File: src/rtl/pcsc_pkg.sv
// shared types and constants for the pwm clock setting calculator
package pcsc_pkg;

    // configuration register
    localparam int RATE_W = 30;
    localparam logic [RATE_W-1:0] RATE_RESET = 30'd100000000;

    // counter width default and fixed limits
    localparam int COUNT_BITS_DEF = 16;
    localparam int MAX_PRESCALE = 256;
    localparam logic [2:0] MAX_DIV_CODE = 3'd7;
    localparam logic [31:0] NS_PER_S = 32'd1000000000;

    // result status codes
    localparam logic [1:0] ST_OK    = 2'd0;
    localparam logic [1:0] ST_SAT   = 2'd1;
    localparam logic [1:0] ST_DUTY0 = 2'd2;
    localparam logic [1:0] ST_SHORT = 2'd3;

    // shared divider geometry: 33 quotient bits, 32-bit divisor
    localparam int DIV_DVD_W = 33;
    localparam int DIV_DVS_W = 32;
    localparam int DIV_STEPS = DIV_DVD_W;
    localparam int DIV_CNT_W = $clog2(DIV_STEPS);

    // input beat
    typedef struct packed {
        logic [31:0] period_ns;
        logic [31:0] duty_ns;
        logic        inverted;
        logic        enable_request;
    } t_in;

    // result beat
    typedef struct packed {
        logic [15:0] clock_control_word;
        logic [15:0] period_count;
        logic [15:0] duty_count;
        logic        duty_written;
        logic        polarity_bit;
        logic        channel_enable;
        logic [1:0]  status;
    } t_out;

    // divider request: operands are taken when start is high and the divider is idle
    typedef struct packed {
        logic                 start;
        logic [DIV_DVS_W-1:0] rem_init;
        logic [DIV_DVD_W-1:0] dividend;
        logic [DIV_DVS_W-1:0] divisor;
    } t_div_req;

    // divider response: done pulses for one cycle, quotient holds after
    typedef struct packed {
        logic                 done;
        logic [DIV_DVD_W-1:0] quot;
    } t_div_rsp;

endpackage

File: src/rtl/pcsc_div.sv
// shared restoring divider, one quotient bit per cycle
module pcsc_div
    import pcsc_pkg::*;
(
    input  logic     i_clk,
    input  logic     i_rst_n,
    input  t_div_req i_req,
    output t_div_rsp o_rsp
);

    logic                 r_busy;
    logic                 r_done;
    logic [DIV_CNT_W-1:0] r_cnt;
    logic [DIV_DVS_W-1:0] r_rem;
    logic [DIV_DVD_W-1:0] r_dvd;
    logic [DIV_DVS_W-1:0] r_dvs;

    logic [DIV_DVS_W:0]   w_rem_sh;
    logic [DIV_DVS_W:0]   w_diff;
    logic                 w_ge;

    // one shift-subtract step
    assign w_rem_sh = {r_rem, r_dvd[DIV_DVD_W-1]};
    assign w_ge     = w_rem_sh >= {1'b0, r_dvs};
    assign w_diff   = w_rem_sh - {1'b0, r_dvs};

    // control
    always_ff @(posedge i_clk) begin
        if (!i_rst_n) begin
            r_busy <= 1'b0;
            r_done <= 1'b0;
            r_cnt  <= '0;
        end else begin
            r_done <= 1'b0;
            if (i_req.start && !r_busy) begin
                r_busy <= 1'b1;
                r_cnt  <= '0;
            end else if (r_busy) begin
                r_cnt <= r_cnt + 1'b1;
                if (r_cnt == DIV_CNT_W'(DIV_STEPS - 1)) begin
                    r_busy <= 1'b0;
                    r_done <= 1'b1;
                end
            end
        end
    end

    // datapath: remainder, dividend shifting into quotient
    always_ff @(posedge i_clk) begin
        if (i_req.start && !r_busy) begin
            r_rem <= i_req.rem_init;
            r_dvd <= i_req.dividend;
            r_dvs <= i_req.divisor;
        end else if (r_busy) begin
            r_rem <= w_ge ? w_diff[DIV_DVS_W-1:0] : w_rem_sh[DIV_DVS_W-1:0];
            r_dvd <= {r_dvd[DIV_DVD_W-2:0], w_ge};
        end
    end

    assign o_rsp.done = r_done;
    assign o_rsp.quot = r_dvd;

endmodule

File: src/rtl/pwm_clock_setting_calculator_unit.sv
// pwm clock setting calculator: sequencer, datapath and result register
//
//   channel  | signals                          | beat taken when
//   ---------+----------------------------------+---------------------------
//   input    | i_in_valid, o_in_ready, i_in_data | i_in_valid & o_in_ready
//   result   | o_out_valid, i_out_ready, o_out_data | o_out_valid & i_out_ready
//   config   | i_cfg_we, i_cfg_wdata            | i_cfg_we
//
// one beat at a time; the shared 33-step divider sets the pace, and a zero
// scaled period skips the prescale and period divisions.
// the divider code search tries one code per cycle, up to eight.
// reset is synchronous, active low, and sets the clock rate to 100 MHz.
// a finished result waits in the output register while the next beat runs;
// the next result then holds the sequencer until that register is free.
module pwm_clock_setting_calculator_unit
    import pcsc_pkg::*;
#(
    parameter int COUNT_BITS = COUNT_BITS_DEF
) (
    input  logic              i_clk,
    input  logic              i_rst_n,
    input  logic              i_in_valid,
    output logic              o_in_ready,
    input  t_in               i_in_data,
    output logic              o_out_valid,
    input  logic              i_out_ready,
    output t_out              o_out_data,
    input  logic              i_cfg_we,
    input  logic [RATE_W-1:0] i_cfg_wdata
);

    // derived limits
    localparam logic [31:0] CNT_MAX   = 32'((64'd1 << COUNT_BITS) - 64'd1);
    localparam logic [40:0] SCALE_LIM = 41'(((64'd1 << COUNT_BITS) - 64'd1) << 8);

    // sequencer codes
    localparam logic [3:0] S_IDLE  = 4'd0;
    localparam logic [3:0] S_MUL_P = 4'd1;
    localparam logic [3:0] S_DIV_P = 4'd2;
    localparam logic [3:0] S_SEL   = 4'd3;
    localparam logic [3:0] S_PRE   = 4'd4;
    localparam logic [3:0] S_PRD   = 4'd5;
    localparam logic [3:0] S_MUL_D = 4'd6;
    localparam logic [3:0] S_DIV_D = 4'd7;
    localparam logic [3:0] S_DQ    = 4'd8;
    localparam logic [3:0] S_OUT   = 4'd9;

    logic [3:0]        r_state;
    logic [3:0]        n_state;
    logic [RATE_W-1:0] r_rate;
    logic              r_go;
    logic              r_out_valid;
    t_out              r_out;

    logic [31:0]       r_period;
    logic [31:0]       r_duty;
    logic              r_inv;
    logic              r_en;
    logic              r_written;
    logic [61:0]       r_prod;
    logic [30:0]       r_scaled;
    logic [2:0]        r_dcode;
    logic [8:0]        r_presc;
    logic [15:0]       r_prd;
    logic [15:0]       r_duty_cnt;
    logic              r_duty_zero;
    logic              r_too_short;
    logic              r_sat;

    t_div_req          w_div_req;
    t_div_rsp          w_div_rsp;
    logic [31:0]       w_mul_b;
    logic              w_sel_ok;
    logic [32:0]       w_prd_raw;
    logic [32:0]       w_duty_m;
    logic [31:0]       w_dshift;
    logic              w_out_load;
    logic [1:0]        w_status;

    // shared divider
    pcsc_div u_div (
        .i_clk   (i_clk),
        .i_rst_n (i_rst_n),
        .i_req   (w_div_req),
        .o_rsp   (w_div_rsp)
    );

    // divider operand select
    always_comb begin
        w_div_req.start = r_go;
        case (r_state)
            S_DIV_P, S_DIV_D: begin
                w_div_req.rem_init = 32'(r_prod[61:33]);
                w_div_req.dividend = r_prod[32:0];
                w_div_req.divisor  = NS_PER_S;
            end
            S_PRE: begin
                w_div_req.rem_init = '0;
                w_div_req.dividend = 33'(r_scaled) + 33'(CNT_MAX) - 33'd1;
                w_div_req.divisor  = CNT_MAX;
            end
            default: begin
                w_div_req.rem_init = '0;
                w_div_req.dividend = 33'(r_scaled);
                w_div_req.divisor  = 32'(r_presc);
            end
        endcase
    end

    // helpers
    assign w_mul_b    = (r_state == S_MUL_D) ? r_duty : r_period;
    assign w_sel_ok   = (41'(r_scaled) <= SCALE_LIM) || (r_dcode == MAX_DIV_CODE);
    assign w_prd_raw  = w_div_rsp.quot - 33'd1;
    assign w_duty_m   = w_div_rsp.quot & 33'(CNT_MAX);
    assign w_dshift   = w_div_rsp.quot[31:0] >> ({1'b0, r_dcode} + 4'd1);
    assign w_out_load = (r_state == S_OUT) && (!r_out_valid || i_out_ready);

    // status priority: too short, saturated, duty zero
    always_comb begin
        if (r_too_short) begin
            w_status = ST_SHORT;
        end else if (r_sat) begin
            w_status = ST_SAT;
        end else if (r_written && r_duty_zero) begin
            w_status = ST_DUTY0;
        end else begin
            w_status = ST_OK;
        end
    end

    // next state
    always_comb begin
        n_state = r_state;
        unique case (r_state)
            S_IDLE:  if (i_in_valid) n_state = S_MUL_P;
            S_MUL_P: n_state = S_DIV_P;
            S_DIV_P: if (w_div_rsp.done) n_state = S_SEL;
            S_SEL: begin
                if (w_sel_ok) begin
                    if (r_scaled == '0) begin
                        n_state = r_written ? S_MUL_D : S_OUT;
                    end else begin
                        n_state = S_PRE;
                    end
                end
            end
            S_PRE:   if (w_div_rsp.done) n_state = S_PRD;
            S_PRD: begin
                if (w_div_rsp.done) n_state = r_written ? S_MUL_D : S_OUT;
            end
            S_MUL_D: n_state = S_DIV_D;
            S_DIV_D: if (w_div_rsp.done) n_state = S_DQ;
            S_DQ:    if (w_div_rsp.done) n_state = S_OUT;
            S_OUT:   if (w_out_load) n_state = S_IDLE;
            default: n_state = S_IDLE;
        endcase
    end

    // control registers
    always_ff @(posedge i_clk) begin
        if (!i_rst_n) begin
            r_state     <= S_IDLE;
            r_rate      <= RATE_RESET;
            r_go        <= 1'b0;
            r_out_valid <= 1'b0;
        end else begin
            r_state <= n_state;
            if (i_cfg_we) r_rate <= i_cfg_wdata;
            // kick the divider on entry to a division state
            r_go <= ((r_state == S_MUL_P) || (r_state == S_MUL_D))
                 || ((r_state == S_SEL) && w_sel_ok && (r_scaled != '0))
                 || ((r_state == S_PRE) && w_div_rsp.done)
                 || ((r_state == S_DIV_D) && w_div_rsp.done);
            if (w_out_load) begin
                r_out_valid <= 1'b1;
            end else if (i_out_ready) begin
                r_out_valid <= 1'b0;
            end
        end
    end

    // datapath registers
    always_ff @(posedge i_clk) begin
        unique case (r_state)
            S_IDLE: begin
                r_period    <= i_in_data.period_ns;
                r_duty      <= i_in_data.duty_ns;
                r_inv       <= i_in_data.inverted;
                r_en        <= i_in_data.enable_request;
                r_written   <= (i_in_data.duty_ns != '0);
                r_duty_cnt  <= '0;
                r_duty_zero <= 1'b0;
            end
            S_MUL_P, S_MUL_D: begin
                r_prod <= 62'(r_rate) * 62'(w_mul_b);
            end
            S_DIV_P: begin
                if (w_div_rsp.done) begin
                    r_scaled <= w_div_rsp.quot[31:1];
                    r_dcode  <= '0;
                end
            end
            S_SEL: begin
                r_sat <= 1'b0;
                if (w_sel_ok) begin
                    r_too_short <= (r_scaled == '0);
                    r_presc     <= 9'd1;
                    r_prd       <= '0;
                end else begin
                    r_scaled <= r_scaled >> 1;
                    r_dcode  <= r_dcode + 3'd1;
                end
            end
            S_PRE: begin
                if (w_div_rsp.done) begin
                    if (w_div_rsp.quot > 33'(MAX_PRESCALE)) begin
                        r_presc <= 9'(MAX_PRESCALE);
                        r_sat   <= 1'b1;
                    end else begin
                        r_presc <= w_div_rsp.quot[8:0];
                    end
                end
            end
            S_PRD: begin
                if (w_div_rsp.done) begin
                    r_prd <= 16'((w_prd_raw > 33'(CNT_MAX)) ? 33'(CNT_MAX) : w_prd_raw);
                end
            end
            S_DIV_D: begin
                if (w_div_rsp.done) r_scaled <= w_dshift[30:0];
            end
            S_DQ: begin
                if (w_div_rsp.done) begin
                    r_duty_cnt  <= 16'(w_duty_m);
                    r_duty_zero <= (w_duty_m == '0);
                end
            end
            default: begin
            end
        endcase
    end

    // result register
    always_ff @(posedge i_clk) begin
        if (w_out_load) begin
            r_out.clock_control_word <= {8'(r_presc - 9'd1), 1'b0, r_dcode, 4'b0000};
            r_out.period_count       <= r_prd;
            r_out.duty_count         <= r_duty_cnt;
            r_out.duty_written       <= r_written;
            r_out.polarity_bit       <= r_inv;
            r_out.channel_enable     <= r_en;
            r_out.status             <= w_status;
        end
    end

    assign o_in_ready  = (r_state == S_IDLE);
    assign o_out_valid = r_out_valid;
    assign o_out_data  = r_out;

`ifndef SYNTHESIS
    // divider finishes only while a division state waits for it
    a_done_in_div: assert property (@(posedge i_clk) disable iff (!i_rst_n)
        w_div_rsp.done |-> (r_state == S_DIV_P || r_state == S_PRE ||
                            r_state == S_PRD || r_state == S_DIV_D || r_state == S_DQ))
        else $error("divider done outside a division state");

    // an accepted beat drops ready until its result is built
    a_busy_after_accept: assert property (@(posedge i_clk) disable iff (!i_rst_n)
        (i_in_valid && o_in_ready) |=> !o_in_ready)
        else $error("ready stayed high after an input beat");

    // result register fills only from the final state
    a_load_from_out: assert property (@(posedge i_clk) disable iff (!i_rst_n)
        $rose(o_out_valid) |-> $past(r_state == S_OUT))
        else $error("result valid without a finished beat");

    // prescale stays in range while counts are divided by it
    a_presc_range: assert property (@(posedge i_clk) disable iff (!i_rst_n)
        (r_state == S_PRD || r_state == S_DQ) |-> (r_presc != '0 && r_presc <= 9'd256))
        else $error("prescale out of range");
`endif

endmodule

File: config.mk
export PLATFORM = sky130hd
export DESIGN_NAME = pwm_clock_setting_calculator_unit
export DESIGN_NICKNAME = d
export VERILOG_FILES = /design/src/rtl/pcsc_pkg.sv /design/src/rtl/pcsc_div.sv /design/src/rtl/pwm_clock_setting_calculator_unit.sv
export SDC_FILE = /design/constraint.sdc
export NUM_CORES = 2
export LEC_CHECK = 0
export BUFFER_PORTS_ARGS = -buffer_cell sky130_fd_sc_hd__buf_4
export CORE_MARGIN = 3
export CORE_UTILIZATION = 31
export CTS_CLUSTER_DIAMETER = 50
export DETAILED_ROUTE_END_ITERATION = 10
export SETUP_SLACK_MARGIN = 0.15
export SYNTH_ARGS = -nofsm -noshare
export SYNTH_HDL_FRONTEND = slang
export SYNTH_SLANG_ARGS = --single-unit
File: constraint.sdc
create_clock -name i_clk -period 18.48 [get_ports i_clk]
set_input_delay 3.696 -clock i_clk [delete_from_list [all_inputs] [get_ports i_clk]]
set_output_delay 3.696 -clock i_clk [all_outputs]
set_load 0.01 [all_outputs]
Yosys cells after proc, flatten, opt, wreduce, memory -nomap -nowiden

Index checks and enable logic that the tools add are counted.

Register bits after elaboration: 396
Output and inout port bits: 55

Add/subtract/negate cells: 8
Multiply operators: 1
$lt $le $gt $ge: 4
Eq/ne operators: 21
Shift-type cells: 1
Muxes and demuxes: 48
Bitwise gates (word level): 2
Reduce and logical (&&, ||, !) cells: 40

Operator list:

| cell                                                                     | count |
|---|---|
| 94-bit case mux with 2 select lines                                      | 1 |
| 32-bit two-way mux                                                       | 4 |
| 31-bit two-way mux                                                       | 3 |
| 31-bit case mux with 3 select lines                                      | 1 |
| 33-bit two-way mux                                                       | 2 |
| 16-bit two-way mux                                                       | 4 |
| 16-bit case mux with 2 select lines                                      | 2 |
| 30-bit by 32-bit multiplier with 62-bit output                           | 1 |
| 4-bit two-way mux                                                        | 10 |
| 4-bit case mux with 10 select lines                                      | 1 |
| 33-bit by 32-bit greater-or-equal comparator with 1-bit output           | 1 |
| 33-bit by 16-bit > comparator with 1-bit output (second input constant)  | 1 |
| 33-bit by 9-bit > comparator with 1-bit output (second input constant)   | 1 |
| 33-bit zero test                                                         | 1 |
| 32-bit by 1-bit subtractor with 33-bit output (second input constant)    | 1 |
| 33-bit by 1-bit subtractor with 33-bit output (second input constant)    | 1 |
| 31-bit by 16-bit adder with 32-bit output (second input constant)        | 1 |
| 32-bit nonzero test                                                      | 1 |
| 32-bit by 4-bit right shift with 31-bit output                           | 1 |
| 32-bit subtractor                                                        | 1 |
| 31-bit by 24-bit <= comparator with 1-bit output (second input constant) | 1 |
| 31-bit zero test                                                         | 1 |
| 31-bit nonzero test                                                      | 1 |
| 9-bit two-way mux                                                        | 3 |
| other kinds (31)                                                         | 80 |

Depth between registers and ports, before layout

Depth in word-level cells: 7
Mapped depth: 33

By module

A second synthesis with hierarchy kept.

Cells, all modules: 5377
Area, all modules: 51475.6 sq um

By module, submodules not included:

| module                            | times used | cells each | area each (sq um) |
|---|---|---|---|
| pwm_clock_setting_calculator_unit | 1          | 4725       | 45225.9 |
| pcsc_div                          | 1          | 652        | 6249.7 |

Worst setup path before layout

Ideal clock, no wire load.

Kind: reg-to-output
From: reg r_state[2]
To: out o_in_ready
Arrival time: 7.376 ns
Required time: 14.784 ns
Slack: 7.408 ns
Stages on the path, launching flop included: 4
Path buffers: 2
Cell sequence: dfxtp_1 -> clkbuf_1 -> buf_1 -> nor4_1

Cells in the longest elaborated chain, start to end: 1

RTL lines:

| what                   | RTL line                                 | text |
|---|---|---|
| from (decl)            | pwm_clock_setting_calculator_unit.sv:48  | `logic [3:0] r_state;` |
| from (signal assigned) | pwm_clock_setting_calculator_unit.sv:167 | `r_state <= n_state;` |
| 4-bit zero test        | pwm_clock_setting_calculator_unit.sv:256 | `assign o_in_ready = (r_state == S_IDLE);` |
| to (decl)              | pwm_clock_setting_calculator_unit.sv:23  | `output logic o_in_ready,` |

No other way between the ends.

Worst setup path after layout

From: reg r_state[2]
To: reg r_prod[60] (data pin)

Cells in the longest elaborated chain, start to end: 3

RTL lines:

| what                                           | RTL line                                 | text |
|---|---|---|
| 4-bit by 3-bit == test with 1-bit output       | pwm_clock_setting_calculator_unit.sv:111 | `assign w_mul_b = (r_state == S_MUL_D) ? r_duty : r_period;` |
| 32-bit two-way mux                             | pwm_clock_setting_calculator_unit.sv:111 |  |
| 30-bit by 32-bit multiplier with 62-bit output | pwm_clock_setting_calculator_unit.sv:195 | `r_prod <= 62'(r_rate) * 62'(w_mul_b);` |
| to (signal assigned)                           | pwm_clock_setting_calculator_unit.sv:195 |  |
| to (decl)                                      | pwm_clock_setting_calculator_unit.sv:60  | `logic [61:0] r_prod;` |

No other way between the ends.
A chain may end at the register's enable or synchronous reset.

==> flow_results.org <==
** Status
- Outcome :: finished, final reports clean

** STA
- Maximum clock frequency :: 0.100 GHz
- The smallest clock period supported by the final layout is computed as 9.99 ns.
- The final-report max-slew violation count is 0.
- Endpoints failing setup :: 0
- Final Hold Fails :: 0
- The tightest hold path in the finished design has a slack of 0.418 ns.
- After routing, the total negative slack on setup checks comes to 0 ns.
- Post-Route Skew :: slightly above 0.03 ns
- Slew of the pin with the lowest slew margin :: around 1.2 ns
- Setup repair after global routing missed its margin :: no
- Max-Slew Margin vs Limit :: 21.6%
- Final period util :: around 54%

** Clock tree
- Maximum clock path buffer count :: 3
- Post-CTS timing repair inserted 0 buffers for setup.
- Clock Tree Root :: sky130_fd_sc_hd__clkbuf_16
- TritonCTS built the clock tree.
- H-tree depth :: 2
- Buffers inserted during clock tree synthesis total 44.
- Hold repair after CTS inserted 0 buffers.
- The number of gates resized after CTS was 0.
- Counting every sink on the clock net gives around 380.
- Clock-pin slew was measured on the worst setup and hold paths at 0.07 ns.
- Clock latency reported for the late side of the worst-skew pair :: 0.62 ns

** Synthesis
- After synthesis the netlist holds a flip-flop and latch count of between 300 and 400.
- Synthesis produced a netlist whose cell count is 5096.
- Simple-gate area share of the yosys netlist :: roughly 16%
- Synth Warn # :: 0
- The synthesized netlist occupies a cell area of ~0.05 mm².
- In this run the mean area of a mapped cell was 9.78 µm².
- Compound-gate portion of the synthesized area :: 7.53%
- Dominant combinational cell family by area after synthesis :: adder cells
- Post-synthesis adder-cell area fraction :: 40.7%
- Sequential element share of the synthesized area :: 21.8%
- For this run, the leading register cell type out of synthesis is sky130_fd_sc_hd__edfxtp_1.
- Measured against the total synthesized area, the mux share comes to between 2 and 3%.
- Count of distinct cell types in the synthesized netlist :: 91
- Of the total synthesized cell area, the portion taken by XOR and XNOR cells is 1.88%.
- Number of enable flip-flop cells after synthesis :: between 300 and 400
- For this run, asynchronously set or reset flops after synthesis account for 0%.

** Die
- Floorplan die height :: 407 µm
- DIE AREA :: 0.166 mm²
- Standard cell core area :: 0.159 mm²
- roughly 160 I/O pins were placed.
- Initial Utilization :: a little under a third
- Floorplan die width :: around 400 µm
- In this run the core area contains 146 standard-cell rows.

** Drt
- The first routing iteration left 2543 violations.
- Remaining antenna violation count after routing :: 0
- Detailed-route wire length :: 138000 µm
- Wire length per cell after detailed routing :: 19.2 µm
- First drt pass iteration count :: 8
- Dividing the detail-routed via count by the number of cells gives 4.95.
- Number of remaining DRC errors :: 0
- DR vias :: 35600

** Placement
- During placement, the flow inserted port buffers numbering 150.
- After legalization and detailed placement, the total HPWL measured between 100000 and 150000 µm.
- Placed insts :: 7111
- Routability-driven placement finished with a final weighted congestion of roughly 0.87.

** Finish
- Fraction of final layout cells with drive strength greater than 1 :: 7.47%
- Layout Cells excl Fill :: 7196
- Number of fill cells :: roughly 16000
- The net count of the finished layout is 6232.
- Post-Route Utilization :: 34.1%
- From synthesis to final layout, the design area changed by 8.77%.

** Global route
- Antenna violations before repair :: 3
- Largest net degree at the start of global routing :: 67
- Vias in the first global route :: 37900
- The first global-routing pass estimated 219000 µm of wire.
- Across every metal layer, demand over resource in global routing totals between 10% and 20%.
- Summed over all layers, the global routing overflow is 0.

** Worst setup path
- The worst setup path is launched from a flop.
- Across all register-to-register paths, the minimum setup slack is between 8 and 9 ns.
- Critical Path Sink Type :: flop
- STA puts the critical path data required time at 18.81 ns.
- By startpoint and endpoint, the worst setup path is classified as reg -> reg.
- Highest fanout seen on the critical path :: 32
- Endpoint arrival time on the critical path :: 10.32 ns

** Worst hold path
- The tightest min-delay check is of the reg -> reg type.

** Job
- Number of violations of the max-capacitance limit :: 0
==> critical path: stages, from the launching register on <==
cell                       delay [ns]
sky130_fd_sc_hd__dfxtp_1         0.78
sky130_fd_sc_hd__nand2_1         0.23
sky130_fd_sc_hd__nor2_4          0.14
sky130_fd_sc_hd__buf_4           0.44
sky130_fd_sc_hd__mux2_2          0.68
sky130_fd_sc_hd__and2_1          0.30
sky130_fd_sc_hd__fa_1            0.56
sky130_fd_sc_hd__fa_1            0.45
sky130_fd_sc_hd__fa_1            0.53
sky130_fd_sc_hd__inv_1           0.05
sky130_fd_sc_hd__fa_1            0.47
sky130_fd_sc_hd__inv_1           0.05
sky130_fd_sc_hd__fa_1            0.48
sky130_fd_sc_hd__fa_1            0.51
sky130_fd_sc_hd__fa_1            0.49
sky130_fd_sc_hd__inv_1           0.05
sky130_fd_sc_hd__fa_1            0.49
sky130_fd_sc_hd__inv_1           0.05
sky130_fd_sc_hd__ha_1            0.37
sky130_fd_sc_hd__a21oi_1         0.22
sky130_fd_sc_hd__o21ai_0         0.22
sky130_fd_sc_hd__o2111a_1        0.32
sky130_fd_sc_hd__a2111o_1        0.41
sky130_fd_sc_hd__a211o_1         0.32
sky130_fd_sc_hd__a21bo_2         0.25
sky130_fd_sc_hd__a31oi_1         0.18
sky130_fd_sc_hd__nor2_1          0.07
sky130_fd_sc_hd__or4_1           0.49
==> registers in the layout (all words and copies together), names as in the netlist, 3 cells and up <==
signal and count:
r_presc 9, r_duty 32, r_prod 62, u_div.r_dvs 12, u_div.r_cnt 6, u_div.r_dvd 33
r_prd 16, r_duty_cnt 16, r_period 32, u_div.r_rem 32, r_scaled 31, r_rate 30
r_state 4, o_out_data 48, r_dcode 3
==> placed cells by master (no fill, tap or decap), drive strengths merged, types with 17 or more instances in the layout <==
| cell type | netlist | layout |
|---|---|---|
| inv | 893 | 902 |
| fa | 837 | 837 |
| and2 | 585 | 585 |
| nand2 | 577 | 577 |
| edfxtp | 332 | 332 |
| ha | 283 | 283 |
| buf | 26 | 186 |
| a21oi | 185 | 185 |
| nor2 | 134 | 134 |
| o21ai | 129 | 129 |
| mux2i | 71 | 71 |
| xnor2 | 66 | 66 |
| mux2 | 57 | 57 |
| clkbuf | 295 | 51 |
| nor3 | 49 | 49 |
| nand3 | 46 | 46 |
| dfxtp | 44 | 44 |
| xor2 | 41 | 41 |
| a21o | 40 | 40 |
| a22oi | 34 | 34 |
| nand4 | 34 | 34 |
| nor2b | 31 | 31 |
| o221ai | 29 | 29 |
| and3 | 27 | 27 |
| nor4 | 27 | 27 |
| a31oi | 26 | 26 |
| o21a | 20 | 20 |
| a211oi | 17 | 17 |
| o31ai | 17 | 17 |
| clkinv | 0 | 17 |
==> cells in the mapped netlist (5+ instances only) <==
master / count / share of area [%]
sky130_fd_sc_hd__buf_6: 5 / 0.11
sky130_fd_sc_hd__o221ai_1: 29 / 0.51
sky130_fd_sc_hd__o31ai_1: 14 / 0.21
sky130_fd_sc_hd__a211oi_1: 17 / 0.26
sky130_fd_sc_hd__o31a_1: 5 / 0.088
sky130_fd_sc_hd__nor3_1: 48 / 0.48
sky130_fd_sc_hd__xor2_1: 41 / 0.72
sky130_fd_sc_hd__a221oi_1: 15 / 0.26
sky130_fd_sc_hd__nand2b_1: 12 / 0.15
sky130_fd_sc_hd__nand2_1: 576 / 4.3
sky130_fd_sc_hd__mux2i_1: 71 / 1.4
sky130_fd_sc_hd__clkbuf_1: 294 / 2.2
sky130_fd_sc_hd__or3_1: 9 / 0.11
sky130_fd_sc_hd__o211ai_1: 5 / 0.075
sky130_fd_sc_hd__edfxtp_1: 332 / 20
sky130_fd_sc_hd__buf_2: 8 / 0.080
sky130_fd_sc_hd__inv_1: 892 / 6.7
sky130_fd_sc_hd__and2_1: 583 / 7.3
sky130_fd_sc_hd__a21o_1: 39 / 0.59
sky130_fd_sc_hd__buf_4: 7 / 0.11
sky130_fd_sc_hd__nand4_1: 33 / 0.41
sky130_fd_sc_hd__a22oi_1: 34 / 0.51
sky130_fd_sc_hd__o21ai_0: 128 / 1.3
sky130_fd_sc_hd__xnor2_1: 66 / 1.2
sky130_fd_sc_hd__a31oi_1: 26 / 0.33
sky130_fd_sc_hd__a21boi_0: 6 / 0.090
sky130_fd_sc_hd__a21oi_1: 183 / 1.8
sky130_fd_sc_hd__buf_1: 6 / 0.045
sky130_fd_sc_hd__fa_1: 837 / 34
sky130_fd_sc_hd__nor2b_1: 31 / 0.39
sky130_fd_sc_hd__dfxtp_1: 44 / 1.8
sky130_fd_sc_hd__or4_1: 7 / 0.11
sky130_fd_sc_hd__nor4_1: 24 / 0.30
sky130_fd_sc_hd__o21bai_1: 10 / 0.15
sky130_fd_sc_hd__ha_1: 283 / 7.1
sky130_fd_sc_hd__nand3_1: 45 / 0.45
sky130_fd_sc_hd__mux2_2: 57 / 1.3
sky130_fd_sc_hd__o21a_1: 20 / 0.30
sky130_fd_sc_hd__nor2_1: 133 / 1.0
sky130_fd_sc_hd__a211o_1: 8 / 0.14
sky130_fd_sc_hd__and3_1: 27 / 0.34
sky130_fd_sc_hd__or2_2: 8 / 0.10
==> cell families after synthesis <==
| logic type | count (synthesis) |
|---|---|
| buf+inv | 1214 |
| simple gates | 1563 |
| other cells | 1 |
| compound gates | 586 |
| xor+xnor | 107 |
| flops | 376 |
| mux | 129 |
| fa+ha+maj | 1120 |
==> routing by layer <==
layer	GRT usage, %	vias to the layer above	part of all wire, %	routed length [µm]
met1	24.3	18100	46	63700
li1	-	15900	-	-
met4	3.80	0	2.2	3030
met5	0	-	0	0
met2	26.0	1387	44	60000
met3	3.57	212	8.1	11200
==> stage by stage <==
step | area [µm²] | setup slack [ns]
2_1_floorplan | 49900 | 7.41
3_3_place_gp | 52800 | 8.75
4_1_cts | 54200 | 8.62
3_5_place_dp | 52800 | 8.63
5_1_grt | 54200 | 8.12
6_report | 54200 | 8.49
==> path summary, 6_finish.rpt <==
| kind | start | depth (start not counted) | endpoint |
|---|---|---|---|
| max | r_state[2]$_SDFFE_PN0P_ | 27 | r_prod[60]$_DFFE_PP_ |
| min | r_prd[15]$_SDFFCE_PN0P_ | 0 | o_out_data[36]$_DFFE_PP_ |
| max reg2reg | r_state[2]$_SDFFE_PN0P_ | 27 | r_prod[60]$_DFFE_PP_ |
| min reg2reg | r_prd[15]$_SDFFCE_PN0P_ | 0 | o_out_data[36]$_DFFE_PP_ |
==> final cells by class <==
cell class | count | area, µm² | area share, %
inverter | 893 | 3350 | 6.18
antenna | 4 | 10.0 | 0.0185
multi-input combinational | 3510 | 34400 | 63.5
tap | 2146 | 2690 | 4.95
sequential | 376 | 10900 | 20.1
timing repair buffer | 186 | 1400 | 2.57
clock inverter | 30 | 332 | 0.611
clock buffer | 51 | 1140 | 2.10
Power is left out: the tool's default activity adds up to more than one toggle a clock period on the data nets, which glitch-free logic cannot reach.
